--- src/sv/jst_pkg.sv ---
// Shared types, constants and lookup functions for the JSON syntax tokenizer.
`timescale 1ns / 1ps
`default_nettype none
package jst_pkg;

   localparam int STACK_ENTRIES = 64;
   localparam int STACK_AW      = $clog2(STACK_ENTRIES);
   localparam int LIMIT_W       = (STACK_AW + 1 > 7) ? STACK_AW + 1 : 7;
   localparam int RSP_DEPTH     = 4;
   localparam int RSP_AW        = $clog2(RSP_DEPTH);
   localparam int RSP_CW        = $clog2(RSP_DEPTH + 1);

   localparam logic [6:0] MAX_DEPTH_RESET = 7'd20;

   localparam logic [3:0] EV_NONE      = 4'd0;
   localparam logic [3:0] EV_OPEN_OBJ  = 4'd1;
   localparam logic [3:0] EV_OPEN_ARR  = 4'd2;
   localparam logic [3:0] EV_CLOSE_OBJ = 4'd3;
   localparam logic [3:0] EV_CLOSE_ARR = 4'd4;
   localparam logic [3:0] EV_STR_CHAR  = 4'd5;
   localparam logic [3:0] EV_STR_END   = 4'd6;
   localparam logic [3:0] EV_NUM_CHAR  = 4'd7;
   localparam logic [3:0] EV_NUM_END   = 4'd8;
   localparam logic [3:0] EV_TRUE      = 4'd9;
   localparam logic [3:0] EV_FALSE     = 4'd10;
   localparam logic [3:0] EV_NULL      = 4'd11;
   localparam logic [3:0] EV_COMMA     = 4'd12;
   localparam logic [3:0] EV_COLON     = 4'd13;

   localparam logic [1:0] ST_BUSY     = 2'd0;
   localparam logic [1:0] ST_ACCEPT   = 2'd1;
   localparam logic [1:0] ST_SYNTAX   = 2'd2;
   localparam logic [1:0] ST_OVERFLOW = 2'd3;

   localparam logic [0:0] REG_MAX_DEPTH = 1'b0;

   typedef enum logic [5:0] {
      S_GO, S_OK, S_OB, S_KE, S_CO, S_VA, S_A0, S_AR, S_ST, S_ES, S_U1, S_U2, S_U3, S_U4,
      S_L1, S_L2, S_MI, S_ZE, S_IT, S_FP, S_FR, S_E1, S_E2, S_E3, S_T1, S_T2, S_T3,
      S_F1, S_F2, S_F3, S_F4, S_N1, S_N2, S_N3
   } pstate_type;

   typedef enum logic [3:0] {
      A_GOTO, A_ERR, A_OO, A_OA, A_SB, A_EO, A_CO, A_EA, A_CA, A_SE, A_NE, A_EC, A_EU,
      A_CM, A_CL
   } act_type;

   typedef enum logic [4:0] {
      C_SP, C_WH, C_LC, C_RC, C_LB, C_RB, C_COL, C_COM, C_Q, C_BS, C_SL, C_PL, C_MN, C_PT,
      C_Z, C_D, C_A, C_B, C_E, C_F, C_L, C_N, C_R, C_S, C_T, C_U, C_HX, C_UE, C_X, C_BAD
   } cclass_type;

   typedef enum logic [1:0] {M_DONE, M_ARRAY, M_KEY, M_OBJECT} mode_type;

   typedef struct packed {
      act_type    act;
      pstate_type st;
   } trans_type;

   typedef struct packed {
      logic     push;
      logic     pop;
      logic     set;
      mode_type mode;
   } stack_cmd_type;

   typedef struct packed {
      logic [3:0]  event_res;
      logic [20:0] char_value;
      logic        is_key;
      logic [1:0]  status;
      logic        last;
   } rsp_type;

   typedef struct packed {
      logic [3:0]    ev;
      logic [20:0]   val;
      logic          key;
      logic [1:0]    err;
      pstate_type    nstate;
      logic [15:0]   esc;
      logic [15:0]   pend;
      stack_cmd_type cmd;
   } step_type;

   function automatic cclass_type classify(input logic [20:0] cp);
      cclass_type c;
      if (cp >= 21'd126) begin
         c = C_X;
      end else if (cp == 21'd32) begin
         c = C_SP;
      end else if (cp == 21'd9 || cp == 21'd10 || cp == 21'd13) begin
         c = C_WH;
      end else if (cp < 21'd32) begin
         c = C_BAD;
      end else if (cp >= 21'h31 && cp <= 21'h39) begin
         c = C_D;
      end else begin
         unique case (cp[6:0])
            7'h7B: c = C_LC;
            7'h7D: c = C_RC;
            7'h5B: c = C_LB;
            7'h5D: c = C_RB;
            7'h3A: c = C_COL;
            7'h2C: c = C_COM;
            7'h22: c = C_Q;
            7'h5C: c = C_BS;
            7'h2F: c = C_SL;
            7'h2B: c = C_PL;
            7'h2D: c = C_MN;
            7'h2E: c = C_PT;
            7'h30: c = C_Z;
            7'h61: c = C_A;
            7'h62: c = C_B;
            7'h65: c = C_E;
            7'h66: c = C_F;
            7'h6C: c = C_L;
            7'h6E: c = C_N;
            7'h72: c = C_R;
            7'h73: c = C_S;
            7'h74: c = C_T;
            7'h75: c = C_U;
            7'h45: c = C_UE;
            7'h63, 7'h64, 7'h41, 7'h42, 7'h43, 7'h44, 7'h46: c = C_HX;
            default: c = C_X;
         endcase
      end
      return c;
   endfunction

   function automatic logic [3:0] hex_digit(input logic [20:0] cp);
      return (cp[6:0] <= 7'h39) ? cp[3:0] : cp[3:0] - 4'd7;
   endfunction

   function automatic trans_type go(input pstate_type s);
      trans_type t;
      t.act = A_GOTO;
      t.st  = s;
      return t;
   endfunction

   function automatic trans_type act(input act_type a);
      trans_type t;
      t.act = a;
      t.st  = S_GO;
      return t;
   endfunction

   // Grammar table: a plain next state or an action with side effects.
   function automatic trans_type trans(input pstate_type s, input cclass_type c);
      trans_type t;
      logic      ws, hex, dig, term;
      ws   = (c == C_SP) || (c == C_WH);
      dig  = (c == C_Z) || (c == C_D);
      hex  = dig || c == C_A || c == C_B || c == C_E || c == C_F || c == C_HX || c == C_UE;
      term = ws || c == C_RC || c == C_RB || c == C_COM;
      t    = act(A_ERR);
      unique case (s)
         S_GO: begin
            if (ws) t = go(S_GO);
            else if (c == C_LC) t = act(A_OO);
            else if (c == C_LB) t = act(A_OA);
         end
         S_OK: begin
            if (ws) t = go(S_OK);
            else if (c == C_RC) t = act(A_CO);
            else if (c == C_RB) t = act(A_CA);
            else if (c == C_COM) t = act(A_CM);
         end
         S_OB: begin
            if (ws) t = go(S_OB);
            else if (c == C_RC) t = act(A_EO);
            else if (c == C_Q) t = act(A_SB);
         end
         S_KE: begin
            if (ws) t = go(S_KE);
            else if (c == C_Q) t = act(A_SB);
         end
         S_CO: begin
            if (ws) t = go(S_CO);
            else if (c == C_COL) t = act(A_CL);
         end
         S_VA, S_A0, S_AR: begin
            if (ws) t = go(s);
            else if (c == C_LC) t = act(A_OO);
            else if (c == C_LB) t = act(A_OA);
            else if (c == C_Q) t = act(A_SB);
            else if (c == C_MN) t = go(S_MI);
            else if (c == C_Z) t = go(S_ZE);
            else if (c == C_D) t = go(S_IT);
            else if (c == C_F) t = go(S_F1);
            else if (c == C_N) t = go(S_N1);
            else if (c == C_T) t = go(S_T1);
            else if (c == C_RB && s == S_A0) t = act(A_EA);
            else if (c == C_RB && s == S_AR) t = act(A_CA);
         end
         S_ST: begin
            if (c == C_WH) t = act(A_ERR);
            else if (c == C_Q) t = act(A_SE);
            else if (c == C_BS) t = go(S_ES);
            else t = go(S_ST);
         end
         S_ES: begin
            if (c == C_Q || c == C_BS || c == C_SL || c == C_B || c == C_F || c == C_N ||
                c == C_R || c == C_T) t = act(A_EC);
            else if (c == C_U) t = go(S_U1);
         end
         S_U1: if (hex) t = go(S_U2);
         S_U2: if (hex) t = go(S_U3);
         S_U3: if (hex) t = go(S_U4);
         S_U4: if (hex) t = act(A_EU);
         S_L1: if (c == C_BS) t = go(S_L2);
         S_L2: if (c == C_U) t = go(S_U1);
         S_MI: begin
            if (c == C_Z) t = go(S_ZE);
            else if (c == C_D) t = go(S_IT);
         end
         S_ZE: begin
            if (term) t = act(A_NE);
            else if (c == C_PT) t = go(S_FP);
         end
         S_IT: begin
            if (term) t = act(A_NE);
            else if (c == C_PT) t = go(S_FP);
            else if (dig) t = go(S_IT);
            else if (c == C_E || c == C_UE) t = go(S_E1);
         end
         S_FP: if (dig) t = go(S_FR);
         S_FR: begin
            if (term) t = act(A_NE);
            else if (dig) t = go(S_FR);
            else if (c == C_E || c == C_UE) t = go(S_E1);
         end
         S_E1: begin
            if (c == C_PL || c == C_MN) t = go(S_E2);
            else if (dig) t = go(S_E3);
         end
         S_E2: if (dig) t = go(S_E3);
         S_E3: begin
            if (term) t = act(A_NE);
            else if (dig) t = go(S_E3);
         end
         S_T1: if (c == C_R) t = go(S_T2);
         S_T2: if (c == C_U) t = go(S_T3);
         S_T3: if (c == C_E) t = go(S_OK);
         S_F1: if (c == C_A) t = go(S_F2);
         S_F2: if (c == C_L) t = go(S_F3);
         S_F3: if (c == C_S) t = go(S_F4);
         S_F4: if (c == C_E) t = go(S_OK);
         S_N1: if (c == C_U) t = go(S_N2);
         S_N2: if (c == C_L) t = go(S_N3);
         S_N3: if (c == C_L) t = go(S_OK);
         default: t = act(A_ERR);
      endcase
      return t;
   endfunction

endpackage
`default_nettype wire

--- src/sv/jst_step.sv ---
// One pass of the grammar machine over one character.
`timescale 1ns / 1ps
`default_nettype none
module jst_step (
   input  var jst_pkg::pstate_type          state,
   input  var jst_pkg::cclass_type          cls,
   input  var logic [20:0]                  cp,
   input  var jst_pkg::mode_type            mode,
   input  var logic [jst_pkg::STACK_AW-1:0] depth,
   input  var logic [15:0]                  esc,
   input  var logic [15:0]                  pend,
   input  var logic [jst_pkg::LIMIT_W-1:0]  limit,
   output jst_pkg::step_type                res
);

   jst_pkg::trans_type t;
   logic [3:0]         hex;
   logic [15:0]        uval;
   jst_pkg::mode_type  want;

   assign t    = jst_pkg::trans(state, cls);
   assign hex  = jst_pkg::hex_digit(cp);
   assign uval = {esc[11:0], hex};

   always_comb begin
      res        = '0;
      res.nstate = state;
      res.esc    = esc;
      res.pend   = pend;
      want       = jst_pkg::M_ARRAY;
      if (t.act == jst_pkg::A_GOTO) begin
         res.nstate = t.st;
         unique case (t.st)
            jst_pkg::S_T1: res.ev = jst_pkg::EV_TRUE;
            jst_pkg::S_F1: res.ev = jst_pkg::EV_FALSE;
            jst_pkg::S_N1: res.ev = jst_pkg::EV_NULL;
            jst_pkg::S_ST: begin
               res.ev  = jst_pkg::EV_STR_CHAR;
               res.val = cp;
            end
            jst_pkg::S_MI, jst_pkg::S_ZE, jst_pkg::S_IT, jst_pkg::S_FP, jst_pkg::S_FR,
            jst_pkg::S_E1, jst_pkg::S_E2, jst_pkg::S_E3: begin
               res.ev  = jst_pkg::EV_NUM_CHAR;
               res.val = cp;
            end
            jst_pkg::S_U2: res.esc = esc | {12'd0, hex};
            jst_pkg::S_U3, jst_pkg::S_U4: res.esc = uval;
            default: res.ev = jst_pkg::EV_NONE;
         endcase
      end else begin
         unique case (t.act)
            jst_pkg::A_SB: res.nstate = jst_pkg::S_ST;
            jst_pkg::A_EC: begin
               unique case (cp[6:0])
                  7'h62:   res.val = 21'd8;
                  7'h66:   res.val = 21'd12;
                  7'h6E:   res.val = 21'd10;
                  7'h72:   res.val = 21'd13;
                  7'h74:   res.val = 21'd9;
                  default: res.val = cp;
               endcase
               res.ev     = jst_pkg::EV_STR_CHAR;
               res.nstate = jst_pkg::S_ST;
            end
            jst_pkg::A_EU: begin
               res.esc = '0;
               if (uval >= 16'hD800 && uval < 16'hDC00) begin
                  res.pend   = uval;
                  res.nstate = jst_pkg::S_L1;
               end else if (pend != '0) begin
                  if (uval < 16'hDC00 || uval >= 16'hE000) begin
                     res.err = jst_pkg::ST_SYNTAX;
                  end else begin
                     // A surrogate pair folds into one supplementary character.
                     res.val    = 21'h10000 + {1'b0, pend[9:0], 10'd0} + {11'd0, uval[9:0]};
                     res.pend   = '0;
                     res.ev     = jst_pkg::EV_STR_CHAR;
                     res.nstate = jst_pkg::S_ST;
                  end
               end else begin
                  res.val    = {5'd0, uval};
                  res.ev     = jst_pkg::EV_STR_CHAR;
                  res.nstate = jst_pkg::S_ST;
               end
            end
            jst_pkg::A_OO, jst_pkg::A_OA: begin
               if ({{(jst_pkg::LIMIT_W - jst_pkg::STACK_AW){1'b0}}, depth} + 1'b1 >= limit)
               begin
                  res.err = jst_pkg::ST_OVERFLOW;
               end else begin
                  res.cmd.push = 1'b1;
                  if (t.act == jst_pkg::A_OO) begin
                     res.cmd.mode = jst_pkg::M_KEY;
                     res.nstate   = jst_pkg::S_OB;
                     res.ev       = jst_pkg::EV_OPEN_OBJ;
                  end else begin
                     res.cmd.mode = jst_pkg::M_ARRAY;
                     res.nstate   = jst_pkg::S_A0;
                     res.ev       = jst_pkg::EV_OPEN_ARR;
                  end
               end
            end
            jst_pkg::A_EO, jst_pkg::A_CO, jst_pkg::A_EA, jst_pkg::A_CA: begin
               if (t.act == jst_pkg::A_EO) want = jst_pkg::M_KEY;
               else if (t.act == jst_pkg::A_CO) want = jst_pkg::M_OBJECT;
               else want = jst_pkg::M_ARRAY;
               if (mode != want || depth == '0) begin
                  res.err = jst_pkg::ST_SYNTAX;
               end else begin
                  res.cmd.pop = 1'b1;
                  res.nstate  = jst_pkg::S_OK;
                  res.ev      = (want == jst_pkg::M_ARRAY) ? jst_pkg::EV_CLOSE_ARR
                                                           : jst_pkg::EV_CLOSE_OBJ;
               end
            end
            jst_pkg::A_SE: begin
               if (mode == jst_pkg::M_KEY) begin
                  res.nstate = jst_pkg::S_CO;
                  res.key    = 1'b1;
                  res.ev     = jst_pkg::EV_STR_END;
               end else if (mode == jst_pkg::M_ARRAY || mode == jst_pkg::M_OBJECT) begin
                  res.nstate = jst_pkg::S_OK;
                  res.ev     = jst_pkg::EV_STR_END;
               end else begin
                  res.err = jst_pkg::ST_SYNTAX;
               end
            end
            jst_pkg::A_NE: begin
               res.nstate = jst_pkg::S_OK;
               res.ev     = jst_pkg::EV_NUM_END;
            end
            jst_pkg::A_CM: begin
               if (mode == jst_pkg::M_OBJECT) begin
                  res.cmd.set  = 1'b1;
                  res.cmd.mode = jst_pkg::M_KEY;
                  res.nstate   = jst_pkg::S_KE;
                  res.ev       = jst_pkg::EV_COMMA;
               end else if (mode == jst_pkg::M_ARRAY) begin
                  res.nstate = jst_pkg::S_VA;
                  res.ev     = jst_pkg::EV_COMMA;
               end else begin
                  res.err = jst_pkg::ST_SYNTAX;
               end
            end
            jst_pkg::A_CL: begin
               if (mode != jst_pkg::M_KEY) begin
                  res.err = jst_pkg::ST_SYNTAX;
               end else begin
                  res.cmd.set  = 1'b1;
                  res.cmd.mode = jst_pkg::M_OBJECT;
                  res.nstate   = jst_pkg::S_VA;
                  res.ev       = jst_pkg::EV_COLON;
               end
            end
            default: res.err = jst_pkg::ST_SYNTAX;
         endcase
      end
   end

endmodule
`default_nettype wire

--- src/sv/jst_mode_stack.sv ---
// Nesting mode stack: top entry in a register, lower entries in a memory.
`timescale 1ns / 1ps
`default_nettype none
module jst_mode_stack (
   input  var logic                          clock,
   input  var logic                          reset,
   input  var logic                          clear,
   input  var jst_pkg::stack_cmd_type        cmd,
   output jst_pkg::mode_type                 mode_top,
   output logic [jst_pkg::STACK_AW-1:0]      depth
);

   jst_pkg::mode_type                 mem [jst_pkg::STACK_ENTRIES];
   jst_pkg::mode_type                 top_ff, top_in;
   jst_pkg::mode_type                 below_ff;
   logic [jst_pkg::STACK_AW-1:0]      depth_ff, depth_in;
   logic [jst_pkg::STACK_AW-1:0]      rd_addr;

   always_comb begin
      depth_in = depth_ff;
      top_in   = top_ff;
      if (clear) begin
         depth_in = '0;
         top_in   = jst_pkg::M_DONE;
      end else if (cmd.push) begin
         depth_in = depth_ff + 1'b1;
         top_in   = cmd.mode;
      end else if (cmd.pop) begin
         depth_in = depth_ff - 1'b1;
         top_in   = below_ff;
      end else if (cmd.set) begin
         top_in = cmd.mode;
      end
   end

   // The entry under the new top is fetched ahead so a pop can use it next cycle.
   assign rd_addr = depth_in - 1'b1;

   always_ff @(posedge clock) begin
      if (cmd.push && !clear) begin
         mem[depth_ff] <= top_ff;
         below_ff      <= top_ff;
      end else begin
         below_ff <= mem[rd_addr];
      end
   end

   always_ff @(posedge clock) begin
      if (reset) begin
         depth_ff <= '0;
         top_ff   <= jst_pkg::M_DONE;
      end else begin
         depth_ff <= depth_in;
         top_ff   <= top_in;
      end
   end

   assign mode_top = top_ff;
   assign depth    = depth_ff;

endmodule
`default_nettype wire

--- src/sv/jst_rsp_queue.sv ---
// Result queue that takes up to two items per cycle and hands out one.
`timescale 1ns / 1ps
`default_nettype none
module jst_rsp_queue (
   input  var logic             clock,
   input  var logic             reset,
   input  var logic             push0,
   input  var logic             push1,
   input  var jst_pkg::rsp_type data0,
   input  var jst_pkg::rsp_type data1,
   input  var logic             pop,
   output jst_pkg::rsp_type     head,
   output logic                 head_valid,
   output logic                 room
);

   jst_pkg::rsp_type               entry_ff [jst_pkg::RSP_DEPTH];
   logic [jst_pkg::RSP_AW-1:0]     wr_ff, rd_ff;
   logic [jst_pkg::RSP_CW-1:0]     count_ff, count_in;
   logic [jst_pkg::RSP_AW-1:0]     wr_next;

   assign wr_next  = wr_ff + 1'b1;
   assign count_in = count_ff + jst_pkg::RSP_CW'(push0) + jst_pkg::RSP_CW'(push1)
                     - jst_pkg::RSP_CW'(pop);

   always_ff @(posedge clock) begin
      if (push0) entry_ff[wr_ff] <= data0;
      if (push1) entry_ff[wr_next] <= data1;
   end

   always_ff @(posedge clock) begin
      if (reset) begin
         wr_ff    <= '0;
         rd_ff    <= '0;
         count_ff <= '0;
      end else begin
         wr_ff    <= wr_ff + jst_pkg::RSP_AW'(push0) + jst_pkg::RSP_AW'(push1);
         rd_ff    <= rd_ff + jst_pkg::RSP_AW'(pop);
         count_ff <= count_in;
      end
   end

   assign head       = entry_ff[rd_ff];
   assign head_valid = (count_ff != '0);
   assign room       = (count_ff <= jst_pkg::RSP_CW'(jst_pkg::RSP_DEPTH - 2));

endmodule
`default_nettype wire

--- src/sv/json_syntax_tokenizer_unit.sv ---
// Top level of the JSON syntax tokenizer: input register, grammar step and result queue.
`timescale 1ns / 1ps
`default_nettype none
// One decoded character is taken per item and the tokenizer accepts a new item every
// cycle unless input is held off as set out below. Each item sits in the input register,
// where the grammar table, the top of the nesting stack and the escape registers settle
// its results in one pass, with a second pass for a character that ends a number; once the
// result queue has room they go into a four-entry result queue. A character that ends a
// number can give two results; input is held off only while the input register holds an
// item and the result queue has fewer than two free entries. The nesting stack keeps its
// top entry in a register and the rest in a memory read one entry ahead, so no clearing
// pass is needed after reset.
module json_syntax_tokenizer_unit (
   input  var logic        clock,
   input  var logic        reset,
   input  var logic        req_valid,
   output logic            req_ready,
   input  var logic [20:0] req_code_point,
   input  var logic        req_end_of_text,
   output logic            rsp_valid,
   input  var logic        rsp_ready,
   output logic [3:0]      rsp_event_res,
   output logic [20:0]     rsp_char_value,
   output logic            rsp_is_key,
   output logic [1:0]      rsp_status,
   output logic            rsp_last,
   input  var logic        csr_psel,
   input  var logic        csr_penable,
   input  var logic        csr_pwrite,
   input  var logic [2:0]  csr_paddr,
   input  var logic [31:0] csr_pwdata,
   output logic [31:0]     csr_prdata,
   output logic            csr_pready
);

   logic                         in_valid_ff;
   logic [20:0]                  cp_ff;
   logic                         eot_ff;
   jst_pkg::pstate_type          state_ff, state_in;
   logic [15:0]                  esc_ff, esc_in;
   logic [15:0]                  pend_ff, pend_in;
   logic [1:0]                   err_ff, err_in;
   logic [6:0]                   max_depth_ff;
   logic [jst_pkg::LIMIT_W-1:0]  limit;
   jst_pkg::cclass_type          cls;
   jst_pkg::mode_type            stk_mode;
   logic [jst_pkg::STACK_AW-1:0] stk_depth;
   jst_pkg::step_type            p1, p2;
   jst_pkg::stack_cmd_type       cmd;
   jst_pkg::rsp_type             r0, r1, head;
   logic                         two;
   logic                         room;
   logic                         step_go;
   logic                         csr_wr;

   assign csr_pready = 1'b1;
   assign csr_wr     = csr_psel && csr_penable && csr_pwrite;
   assign csr_prdata = (csr_paddr[2] == jst_pkg::REG_MAX_DEPTH) ? {25'd0, max_depth_ff}
                                                               : 32'd0;

   assign step_go   = in_valid_ff && room;
   assign req_ready = !in_valid_ff || room;

   assign cls   = jst_pkg::classify(cp_ff);
   assign limit = (jst_pkg::LIMIT_W'(max_depth_ff) >
                   jst_pkg::LIMIT_W'(jst_pkg::STACK_ENTRIES))
                  ? jst_pkg::LIMIT_W'(jst_pkg::STACK_ENTRIES)
                  : jst_pkg::LIMIT_W'(max_depth_ff);

   jst_step u_pass1 (
      .state (state_ff), .cls (cls), .cp (cp_ff), .mode (stk_mode), .depth (stk_depth),
      .esc (esc_ff), .pend (pend_ff), .limit (limit), .res (p1)
   );

   // A number end runs its terminator again from the value-done state.
   jst_step u_pass2 (
      .state (jst_pkg::S_OK), .cls (cls), .cp (cp_ff), .mode (stk_mode),
      .depth (stk_depth), .esc (esc_ff), .pend (pend_ff), .limit (limit), .res (p2)
   );

   always_comb begin
      r0        = '0;
      r1        = '0;
      two       = 1'b0;
      cmd       = '0;
      state_in  = state_ff;
      esc_in    = esc_ff;
      pend_in   = pend_ff;
      err_in    = err_ff;
      r0.last   = 1'b1;
      if (eot_ff) begin
         if (err_ff != jst_pkg::ST_BUSY) r0.status = err_ff;
         else if (state_ff == jst_pkg::S_OK && stk_mode == jst_pkg::M_DONE)
            r0.status = jst_pkg::ST_ACCEPT;
         else r0.status = jst_pkg::ST_SYNTAX;
         state_in = jst_pkg::S_GO;
         esc_in   = '0;
         pend_in  = '0;
         err_in   = jst_pkg::ST_BUSY;
      end else if (err_ff != jst_pkg::ST_BUSY) begin
         r0.status = err_ff;
      end else if (cls == jst_pkg::C_BAD) begin
         r0.status = jst_pkg::ST_SYNTAX;
         err_in    = jst_pkg::ST_SYNTAX;
      end else begin
         r0.event_res  = p1.ev;
         r0.char_value = p1.val;
         r0.is_key     = p1.key;
         r0.status     = p1.err;
         if (p1.ev == jst_pkg::EV_NUM_END) begin
            two          = (p2.ev != jst_pkg::EV_NONE) || (p2.err != jst_pkg::ST_BUSY);
            r0.last      = !two;
            r1.event_res = p2.ev;
            r1.char_value = p2.val;
            r1.is_key    = p2.key;
            r1.status    = p2.err;
            r1.last      = 1'b1;
            state_in     = p2.nstate;
            esc_in       = p2.esc;
            pend_in      = p2.pend;
            err_in       = p2.err;
            cmd          = p2.cmd;
         end else begin
            state_in = p1.nstate;
            esc_in   = p1.esc;
            pend_in  = p1.pend;
            err_in   = p1.err;
            cmd      = p1.cmd;
         end
      end
      if (!step_go) cmd = '0;
   end

   jst_mode_stack u_stack (
      .clock (clock), .reset (reset), .clear (step_go && eot_ff), .cmd (cmd),
      .mode_top (stk_mode), .depth (stk_depth)
   );

   jst_rsp_queue u_queue (
      .clock (clock), .reset (reset), .push0 (step_go), .push1 (step_go && two),
      .data0 (r0), .data1 (r1), .pop (rsp_valid && rsp_ready), .head (head),
      .head_valid (rsp_valid), .room (room)
   );

   assign rsp_event_res  = head.event_res;
   assign rsp_char_value = head.char_value;
   assign rsp_is_key     = head.is_key;
   assign rsp_status     = head.status;
   assign rsp_last       = head.last;

   always_ff @(posedge clock) begin
      if (req_valid && req_ready) begin
         cp_ff  <= req_code_point;
         eot_ff <= req_end_of_text;
      end
   end

   always_ff @(posedge clock) begin
      if (reset) begin
         in_valid_ff  <= 1'b0;
         state_ff     <= jst_pkg::S_GO;
         esc_ff       <= '0;
         pend_ff      <= '0;
         err_ff       <= jst_pkg::ST_BUSY;
         max_depth_ff <= jst_pkg::MAX_DEPTH_RESET;
      end else begin
         if (req_ready) in_valid_ff <= req_valid;
         if (step_go) begin
            state_ff <= state_in;
            esc_ff   <= esc_in;
            pend_ff  <= pend_in;
            err_ff   <= err_in;
         end
         if (csr_wr && csr_paddr[2] == jst_pkg::REG_MAX_DEPTH) begin
            max_depth_ff <= csr_pwdata[6:0];
         end
      end
   end

   // Only the document level holds the done mode.
   a_done_at_root: assert property (@(posedge clock) disable iff (reset)
      (stk_mode == jst_pkg::M_DONE) == (stk_depth == '0))
      else $error("done mode seen away from document level");

   a_eot_clears: assert property (@(posedge clock) disable iff (reset)
      (step_go && eot_ff) |=> (stk_depth == '0 && err_ff == jst_pkg::ST_BUSY &&
                               state_ff == jst_pkg::S_GO))
      else $error("end of text did not clear the parser");

   a_err_sticky: assert property (@(posedge clock) disable iff (reset)
      (err_ff != jst_pkg::ST_BUSY && !(step_go && eot_ff)) |=> (err_ff == $past(err_ff)))
      else $error("latched error changed before end of text");

endmodule
`default_nettype wire

--- config.mk ---
export PLATFORM = sky130hd
export DESIGN_NAME = json_syntax_tokenizer_unit
export DESIGN_NICKNAME = d
export VERILOG_FILES = /design/src/sv/jst_pkg.sv /design/src/sv/jst_step.sv /design/src/sv/jst_mode_stack.sv /design/src/sv/jst_rsp_queue.sv /design/src/sv/json_syntax_tokenizer_unit.sv
export SDC_FILE = /design/constraint.sdc
export NUM_CORES = 1
export LEC_CHECK = 0
export ABC_AREA = 1
export ABC_CLOCK_PERIOD_IN_PS = 7300
export BUFFER_PORTS_ARGS = -buffer_cell sky130_fd_sc_hd__buf_2
export CAP_MARGIN = 20
export CORE_UTILIZATION = 61
export DETAILED_ROUTE_END_ITERATION = 10
export HOLD_SLACK_MARGIN = 0.03
export PLACE_DENSITY = 0.87
export SYNTH_ARGS = -nofsm -noshare
export SYNTH_HDL_FRONTEND = slang
export SYNTH_SLANG_ARGS = --single-unit
--- constraint.sdc ---
create_clock -name clock -period 7.3 [get_ports clock]
set_input_delay 1.095 -clock clock [delete_from_list [all_inputs] [get_ports clock]]
set_output_delay 1.095 -clock clock [all_outputs]
set_load 0.005 [all_outputs]
### Word level (Yosys, flattened, before mapping)

Memories as Yosys holds them, arrays and structs flattened. A register that Yosys moved wholly into a read port is not among the register bits.
Cells that the tools add are included.

* flip-flop bits (word level): 85
* output and inout bits: 64
* memory bits (writable): 244
* memories kept: 3
* ROM bits: 640
* latch bits: 0
* bits of input ports: 64

* div/mod/pow operators: 0
* equal/unequal tests: 149
* bitwise logic cells: 2
* reductions and logical operators: 81
* multiplexer cells: 225
* shift-type cells: 0
* add/subtract/negate cells: 14
* $mul: 0
* $lt $le $gt $ge: 11

Memory list
* (no name shown): words 128, bits a word 5, rd ports 1, clocked after Yosys merged registers in 1, write ports 0, line jst_pkg.sv:99 `unique case (cp[6:0])`
* u_stack.mem: words 64, bits a word 2, rd ports 1, clocked after Yosys merged registers in 1, write ports 1, line jst_mode_stack.sv:13 `jst_pkg::mode_type mem [jst_pkg::STACK_ENTRIES];`
* u_queue.entry_ff: words 4, bits a word 29, rd ports 1, clocked after Yosys merged registers in 1, write ports 2, line jst_rsp_queue.sv:17 `jst_pkg::rsp_type entry_ff [jst_pkg::RSP_DEPTH];`

Operators by type and width (count)
* 10-bit 2-to-1 mux: 36
* 10-bit one-hot mux with 31 select lines: 1
* 6-bit by 5-bit == test with 1-bit output, second input constant: 38
* 16-bit 2-to-1 mux: 11
* 7-bit 2-to-1 mux: 22
* 6-bit 2-to-1 mux: 21
* 29-bit 2-to-1 mux: 4
* 21-bit one-hot mux with 5 select lines: 1
* 25-bit 2-to-1 mux: 4
* 6-bit by 4-bit == test with 1-bit output, second input constant: 16
* 21-bit 2-to-1 mux: 4
* 21-bit one-hot mux with 2 select lines: 2
* 2-bit 2-to-1 mux: 40
* 26-bit 2-to-1 mux: 3
* 5-bit == test, second input constant: 13
* 32-bit 2-to-1 mux: 2
* 16-bit one-hot mux with 2 select lines: 2
* 4-bit one-hot mux with 8 select lines: 2
* 21-bit by 4-bit == test with 1-bit output, second input constant: 3
* 4-bit == test, second input constant: 15
* 5-bit 2-to-1 mux: 10
* 6-bit one-hot mux with 8 select lines: 1
* 22-bit 2-to-1 mux: 2
* 5-bit by 4-bit == test with 1-bit output, second input constant: 8
* 75 further kinds: 221

### Depth between registers and ports, before layout

Gate-level depths: netlist (run 1).

* depth in word-level cells: 42
* gate-level depth with buffers: 39
* depth with buffers taken out: 38

### Modules after synthesis

Synthesis (run 1) repeated with hierarchy kept, for this count alone.

* cells, all modules: 3931
* area, all modules: 26304.0 um^2

By module, submodules not included
* jst_rsp_queue: area an instance 7096.8 um^2, cells an instance 901, times used 1
* jst_mode_stack: area an instance 6261.0 um^2, cells an instance 602, times used 1
* json_syntax_tokenizer_unit: area an instance 5293.8 um^2, cells an instance 847, times used 1
* jst_step (u_pass1): area an instance 3903.7 um^2, cells an instance 804, times used 1
* jst_step (u_pass2): area an instance 3748.6 um^2, cells an instance 777, times used 1

### Worst setup path after synthesis (run 1)

No wires, ideal clock.

* path kind: reg2reg
* start: register cp_ff[1]
* end: memory u_queue.entry_ff[1][0] (netlist name), enable pin
* clock period less this slack: 4.352 ns
* arrival time: 3.965 ns
* cell stages (with the launch flop): 22
* path buffers: 1
* slack: 2.948 ns
* cell sequence: edfxtp_1 > inv_1 > ha_1 > nand3_1 > nor2_1 > nand3_1 > nand2_1 > nand2_4 > nand2_4 > nand2_4 > nand2_4 > nand2_8 > buf_2 > nand2_1 > inv_1 > nor2_1 > clkinv_1 > nor3_1 > inv_1 > nor2_1 > inv_1 > nand2_1

RTL lines
* from (decl): line json_syntax_tokenizer_unit.sv:37 `logic [20:0] cp_ff;`
* from (signal assigned): line json_syntax_tokenizer_unit.sv:153 `cp_ff <= req_code_point;`
* to (decl): line jst_rsp_queue.sv:17

==> results of run 1 <==
cell families after synthesis:
logic type / count (synthesis) / synth area share [%]
adders and majority gates: 28 / 1.88
and+or+nand+nor: 1097 / 26.0
AOI/OAI and AO/OA: 532 / 16.4
other: 2 / 0.0379
buffers and inverters: 372 / 7.86
DFF: 336 / 47.4
xor gates and xnor gates: 10 / 0.442
final cells by class:
class / instances / share of cell area [%]
sequential: 336 / 43.8
multi-input combinational: 1693 / 41.7
inverter: 256 / 4.51
clock buffer: 45 / 4.40
timing repair buffer: 95 / 2.46
tap: 402 / 2.34
clock inverter: 15 / 0.770
cells in the final DEF, fill, tap and decap left out, types with 15 or more instances in the layout:
| master | synthesis | final |
|---|---|---|
| nand4_1 | 35 | 35 |
| a32o_1 | 22 | 22 |
| o31ai_1 | 16 | 16 |
| ha_1 | 25 | 25 |
| buf_4 | 27 | 21 |
| inv_2 | 25 | 25 |
| edfxtp_1 | 266 | 266 |
| nor2_1 | 399 | 399 |
| inv_1 | 221 | 221 |
| o21ai_0 | 231 | 231 |
| clkbuf_16 | 0 | 35 |
| nor2_2 | 19 | 19 |
| nand2_1 | 351 | 351 |
| o211ai_1 | 18 | 18 |
| nand2_4 | 15 | 15 |
| o22ai_1 | 71 | 71 |
| a21oi_1 | 76 | 76 |
| nand3_1 | 118 | 118 |
| buf_2 | 11 | 74 |
| conb_1 | 2 | 26 |
| nor3_1 | 64 | 64 |
| nand2_2 | 23 | 23 |
| dfxtp_1 | 70 | 67 |
| nor4_1 | 15 | 15 |
| o41ai_1 | 22 | 22 |
final timing paths:
path,start,end
worst max-delay path,cp_ff[1],u_queue.entry_ff[1][25]
worst min-delay path,pend_ff[10],pend_ff[10]
worst max register to register,cp_ff[1],u_queue.entry_ff[1][25]
worst min register to register,pend_ff[10],pend_ff[10]
synthesized netlist by cell type, types with 19 or more instances:
cell type	number	area [um^2]
dfxtp_1	70	1400
ha_1	25	313
nand2_1	351	1320
inv_2	25	93.8
nand2_2	23	144
nor2_2	19	119
nor3_1	64	320
nand3_1	118	591
nand4_1	35	219
o22ai_1	71	444
nor2_1	399	1500
a32o_1	22	220
clkbuf_1	70	263
a21oi_1	76	380
inv_1	221	830
o41ai_1	22	193
edfxtp_1	266	7990
buf_4	27	203
o21ai_0	231	1160
power breakdown:
part	internal [mW]	leakage (nW)	switching (mW)
Clock	1.02	0.545	0.731
Combinational	0.563	4.82	1.47
Sequential	2.23	3.09	0.0731
worst max-delay path, stage by stage, from the launching register on:
cell,delay [ns]
edfxtp_1,0.51
inv_1,0.33
ha_1,0.26
nand3_1,0.11
nor2_1,0.13
nand3_1,0.08
nand2_1,0.13
nand2_4,0.12
nand2_4,0.09
nand2_4,0.06
a21oi_4,0.43
nand3_2,0.19
nand2_4,0.20
inv_2,0.11
nand4_2,0.13
o21ai_0,0.13
a21oi_1,0.15
o2111ai_1,0.24
nor2_1,0.39
nor2_1,0.14
inv_1,0.07
nand2_1,0.42
inv_1,0.37
nand2_1,0.10
o211ai_1,0.47
nand2_1,0.13
metal layers:
| metal | vias to the layer above | track usage, % | wire length (um) |
|---|---|---|---|
| li1 | 8340 | - | - |
| met1 | 8453 | 47.4 | 23100 |
| met4 | 0 | 13.8 | 2310 |
| met2 | 1182 | 55.2 | 26300 |
| met5 | - | 0 | 0 |
| met3 | 188 | 5.77 | 6350 |
flip-flops by register name (all words and copies together) (netlist names), 6 cells and up, named ones only:
| register | flops |
|---|---|
| u_queue.entry_ff | 116 |
| u_stack.mem | 128 |
| max_depth_ff | 7 |
| pend_ff | 16 |
| esc_ff | 12 |
| state_ff | 6 |
| u_stack.depth | 6 |
| cp_ff | 21 |
stage by stage:
step / utilization, % / setup WS [ns] / hold WS, ns
finish: 67.6 / 1.53 / 0.442
detailed placement: 64.1 / 1.81 / 0.438
global placement: 64.1 / 1.95 / 0.435
floorplan: - / 2.95 / 0.424
CTS: 67.6 / 1.74 / 0.447
global route: 67.6 / 1.18 / 0.494
==> results by group, run 1 <==
Yosys
  • Synth Area per Inst: 8.33 um^2
  • Register area share after synthesis: 47.4%
  • Netlist cell types: 65
  • Post-synth EDFFs: 266
  • Asr flop ratio synth: 0%
  • Post-Syn Area: 19,800 um^2
  • Main synth FF type: edfxtp_1
  • YS warnings: 0
  • Synth Instances: 2,377
  • Synthesis-stage register bit count: 336

Final layout
  • Nets@finish: 2,508
  • Fill cells: 2,517
  • Seq. cell area: 9390 um^2
  • Multi-input combinational cell area: 8950 um^2
  • Diodes inserted: 0
  • Non-Filler Instances: 2,842
  • Fin area: 21,500 um^2
  • Area Overhead vs Synth: 8.31%
  • Share of layout cells above drive strength 1: 11.6%

CTS
  • # H-tree levels: 2
  • # hold bufs at CTS: 0
  • Clock transition at the registers of the reported paths: 0.06 ns
  • CTS tree: yes
  • Clock sinks: 336
  • Setup bufs post-CTS: 0
  • Clock latency on the worst-skew pair: 0.52 ns
  • CTS Buf Count: 34
  • Max Root-Sink Buffers: 3
  • Post_cts resized: 0
  • CTS Root Cell: clkbuf_16

Placed design
  • Dpl cells: 2,782
  • Input/output buffers: 74
  • Placed Area: 20,300 um^2
  • Routability cong.: 0.976
  • DP HPWL: 41,100 um

Min path
  • Hold WC Path Type: flip-flop to flip-flop
  • Worst hold path depth: 2

STA
  • Final Setup Violations: 0
  • Total negative slack: 0 ns
  • Slew @ Worst Pin: 1.07 ns
  • F_max: 0.173 GHz
  • Min cycle time layout: 5.77 ns
  • Final Cycle Share: 79.1%
  • Slew Limit Fails: 0
  • Clock Skew: 0.0231 ns
  • RSZ-0062 raised after global routing: false
  • Final number of hold-violating endpoints: 0
  • Max_slew headroom: 28.2%

Detailed routing
  • DRC: 0
  • Vias per cell: 6.39
  • Vias: 18,200
  • Routed wire per std cell: 20.4 um
  • Routed Antenna Nets: 0
  • Initial DRC count: 2,878
  • DRT Pass-1 Iters: 8
  • WL final: 58,100 um

Critical path
  • Register-to-Register Setup Slack: 1.53 ns
  • Crit Path Max Fanout: 20
  • R2R depth: 25
  • Critical path launch point type: flip-flop
  • Crit. End Element: flip-flop
  • Worst Path Required: 7.54 ns
  • Crit path DAT: 6.02 ns
  • Setup CP Type: flip-flop to flip-flop

Pwr
  • Leak: 8.46 nW
  • Pwr Total: 6.09 mW
  • Worst VDD drop: 0.000204 V
  • P per Cell Area: 284 nW/um^2

Job
  • Max cap viols: 0

Floorplan
  • Die X: 182 um
  • Row count: 65
  • Die height: 182 um
  • Initial Utilization: 62.4%
  • Num ports: 128
  • Die area: 33,200 um^2
  • Core box area: 31,700 um^2

Global route
  • Vias in the first global route: 16,800
  • First-pass GRT wire length: 90,300 um
  • Largest net degree at the start of global routing: 75
  • Initial antenna violation count: 0
  • Total gr overflow: 0
  • Tot GR Track Use: 34.6%

Run status
  • Status: complete, no violations
(Power assumes the default switching activity.)
==> run 2, diff against run 1 <==
--- a/config.mk
+++ b/config.mk
@@ -6,13 +6,13 @@
 export NUM_CORES = 1
 export LEC_CHECK = 0
 export ABC_AREA = 1
-export ABC_CLOCK_PERIOD_IN_PS = 7300
+export ABC_CLOCK_PERIOD_IN_PS = 4910
 export BUFFER_PORTS_ARGS = -buffer_cell sky130_fd_sc_hd__buf_2
 export CAP_MARGIN = 20
-export CORE_UTILIZATION = 61
+export CORE_UTILIZATION = 56
 export DETAILED_ROUTE_END_ITERATION = 10
 export HOLD_SLACK_MARGIN = 0.03
-export PLACE_DENSITY = 0.87
+export PLACE_DENSITY = 0.84
 export SYNTH_ARGS = -nofsm -noshare
 export SYNTH_HDL_FRONTEND = slang
 export SYNTH_SLANG_ARGS = --single-unit
==> constraint.sdc (replaced) <==
create_clock -name clock -period 4.91 [get_ports clock]
set_input_delay 0.7365 -clock clock [delete_from_list [all_inputs] [get_ports clock]]
set_output_delay 0.7365 -clock clock [all_outputs]
set_load 0.005 [all_outputs]
==> results by group, run 2 (same netlist as run 1, synthesis figures left out) <==
Critical path
  • Critical path launch point type: flip-flop
  • Setup CP Type: flip-flop to flip-flop
  • Worst Path Required: 5.11 ns (-2.43 ns)
  • R2R depth: 25 (unchanged)
  • Largest stage delay, worst path: 0.50 ns (about the same)
  • Buf/Inv on CP: 3 (-1)
  • Delay-heaviest family, CP: simple AND/OR/NAND/NOR gates
  • FF-to-FF End: u_stack.mem[41][1]
  • Crit path DAT: 4.92 ns (-1.10 ns)
  • Most frequent CP cell: nand2_4
  • R2R Path Start: cp_ff[20]
  • Crit Path Max Fanout: 14 (-30%)
  • Crit. End Element: flip-flop
  • CP max stage cell: edfxtp_1
  • CP Launch Point: cp_ff[20]
  • Register-to-Register Setup Slack: 0.20 ns (-1.33 ns)

Final layout
  • Most common cell after layout, fill and taps aside: nor2_1
  • Area Overhead vs Synth: 11.4%
  • Share of layout cells above drive strength 1: 14.2% (+2.6 points)
  • Most frequent cells in the layout: nor2_1, nand2_1, edfxtp_1
  • Diodes inserted: 0 (unchanged)
  • Biggest regs: u_stack.mem: 128 flops, u_queue.entry_ff: 116 flops, cp_ff: 21 flops
  • Fin util: 63.5% (-4.1 points)
  • Biggest register: u_stack.mem
  • Nets@finish: 2,556 (+1.9%)
  • Max FFs per register: 128 (unchanged)
  • Fill cells: 2,902 (+15%)

Floorplan
  • Die X: 190 um (+4.3%)
  • Core box area: 34,700 um^2 (+9.4%)
  • Die height: 190 um (+4.3%)
  • Num ports: 128 (unchanged)
  • Row count: 68 (+4.6%)
  • Initial Utilization: 57.1% (-5.4 points)
  • Die area: 36,100 um^2 (+8.8%)

Min path
  • WHS Endpoint: eot_ff
  • HP Start: req_end_of_text
  • Hold WC Path Type: input port to flip-flop
  • Worst hold path depth: 1 (-1)

Run status
  • Status: complete, no violations

STA
  • Min cycle time layout: 4.71 ns (-1.06 ns)
  • Final Cycle Share: 96.0% (+17 points)
  • Clock Skew: 0.0141 ns (-0.00909 ns)
  • F_max: 0.212 GHz (+22%)
  • Final number of hold-violating endpoints: 0 (unchanged)
  • Slew Limit Fails: 0 (unchanged)
  • Final Setup Violations: 0 (unchanged)
  • Final worst-path setup slack: 0.198 ns (-1.33 ns)
  • RSZ-0062 raised after global routing: true
  • Max_slew headroom: 30.4% (+2.2 points)
  • Slew @ Worst Pin: 1.04 ns (-0.0366 ns)

Job
  • Max cap viols: 0 (unchanged)

Global route
  • First-pass GRT wire length: 92,900 um (+2.9%)
  • Tot GR Track Use: 33.2% (-1.5 points)
  • Vias in the first global route: 17,100 (+1.8%)
  • Initial antenna violation count: 1 (+1)
  • Largest net degree at the start of global routing: 71 (-5.3%)
  • Total gr overflow: 0 (unchanged)

CTS
  • Clock latency on the worst-skew pair: 0.52 ns (about the same)
  • Clock sinks: 336 (unchanged)
  • Max Root-Sink Buffers: 3 (unchanged)
  • Clock transition at the registers of the reported paths: 0.06 ns (about the same)
  • CTS tree: yes
  • # H-tree levels: 2 (unchanged)
  • # hold bufs at CTS: 0 (unchanged)
  • CTS Buf Count: 35 (+2.9%)
  • CTS Root Cell: clkbuf_16

Placed design
  • DP HPWL: 43,100 um (+4.9%)
  • Input/output buffers: 74 (unchanged)
  • Routability cong.: 0.996 (+2.1%)
  • Setup slack at placement: 0.256 ns (-1.55 ns)

Detailed routing
  • Routed wire per std cell: 20.6 um (+0.62%)
  • Vias per cell: 6.26 (-2.0%)
  • Routed Antenna Nets: 0 (unchanged)
  • DRT Pass-1 Iters: 8 (unchanged)
  • Initial DRC count: 2,398 (-17%)
  • DRC: 0 (unchanged)
  • Vias: 18,400 (+1.5%)
  • WL final: 60,500 um (+4.2%)

Pwr
  • Leak: 8.73 nW (+3.2%)
  • P per Cell Area: 419 nW/um^2 (+48%)
  • Worst VDD drop: 0.000322 V (+58%)
[run 2: what timing repair did]
item	4_1_cts	5_1_grt
endpoints found under the setup margin	0	127
resized for setup	0	26
setup buffers	0	5
[run 2: worst max path at each step]
stage | endpoint | slack [ns] | cells after the start
finish | u_stack.mem[41][1] | 0.20 | 25
detailed placement | u_queue.entry_ff[3][27] | 0.26 | 27
global route | u_stack.mem[22][1] | -0.1 | 25
global placement | u_queue.entry_ff[3][11] | 0.35 | 27
CTS | u_queue.entry_ff[2][28] | 0.15 | 25
floorplan | u_queue.entry_ff[1][0] | 0.56 | 21
[run 2: layout make-up]
type                    instances  area, um^2  area share (%)
repair buffers                141         961            4.36
clock inverters                14         129           0.584
well taps                     455         569            2.58
inverters                     256         968            4.39
clock buffers                  47         971            4.40
flip-flops and latches        336        9390            42.6
multi-input cells            1694        9060            41.1
[run 2: report_power, final]
group	internal [mW]	switching, mW
Sequential	3.32	0.0982
Combinational	0.974	2.27
Clock	1.50	1.09
Total	5.79	3.46
[run 2: routing by layer]
| layer | vias up | GRT usage, % | routed length, um |
|---|---|---|---|
| li1 | 8439 | - | - |
| met1 | 8664 | 44.7 | 24000 |
| met2 | 1150 | 53.6 | 28000 |
| met3 | 181 | 5.15 | 6140 |
| met4 | 2 | 13.1 | 2310 |
| met5 | - | 0 | 13 |
[run 2: metrics by stage]
step	TNS [ns]	power, mW	hold WS (ns)	instances	area, um^2
4_1_cts	0	9.13	0.378	2937	21900
3_5_place_dp	0	6.56	0.448	2876	20800
5_1_grt	-2.12	9.64	0.375	2943	22100
3_3_place_gp	0	6.48	0.435	2876	20800
6_report	0	9.25	0.394	2943	22100
2_1_floorplan	0	5.52	0.424	2401	19900
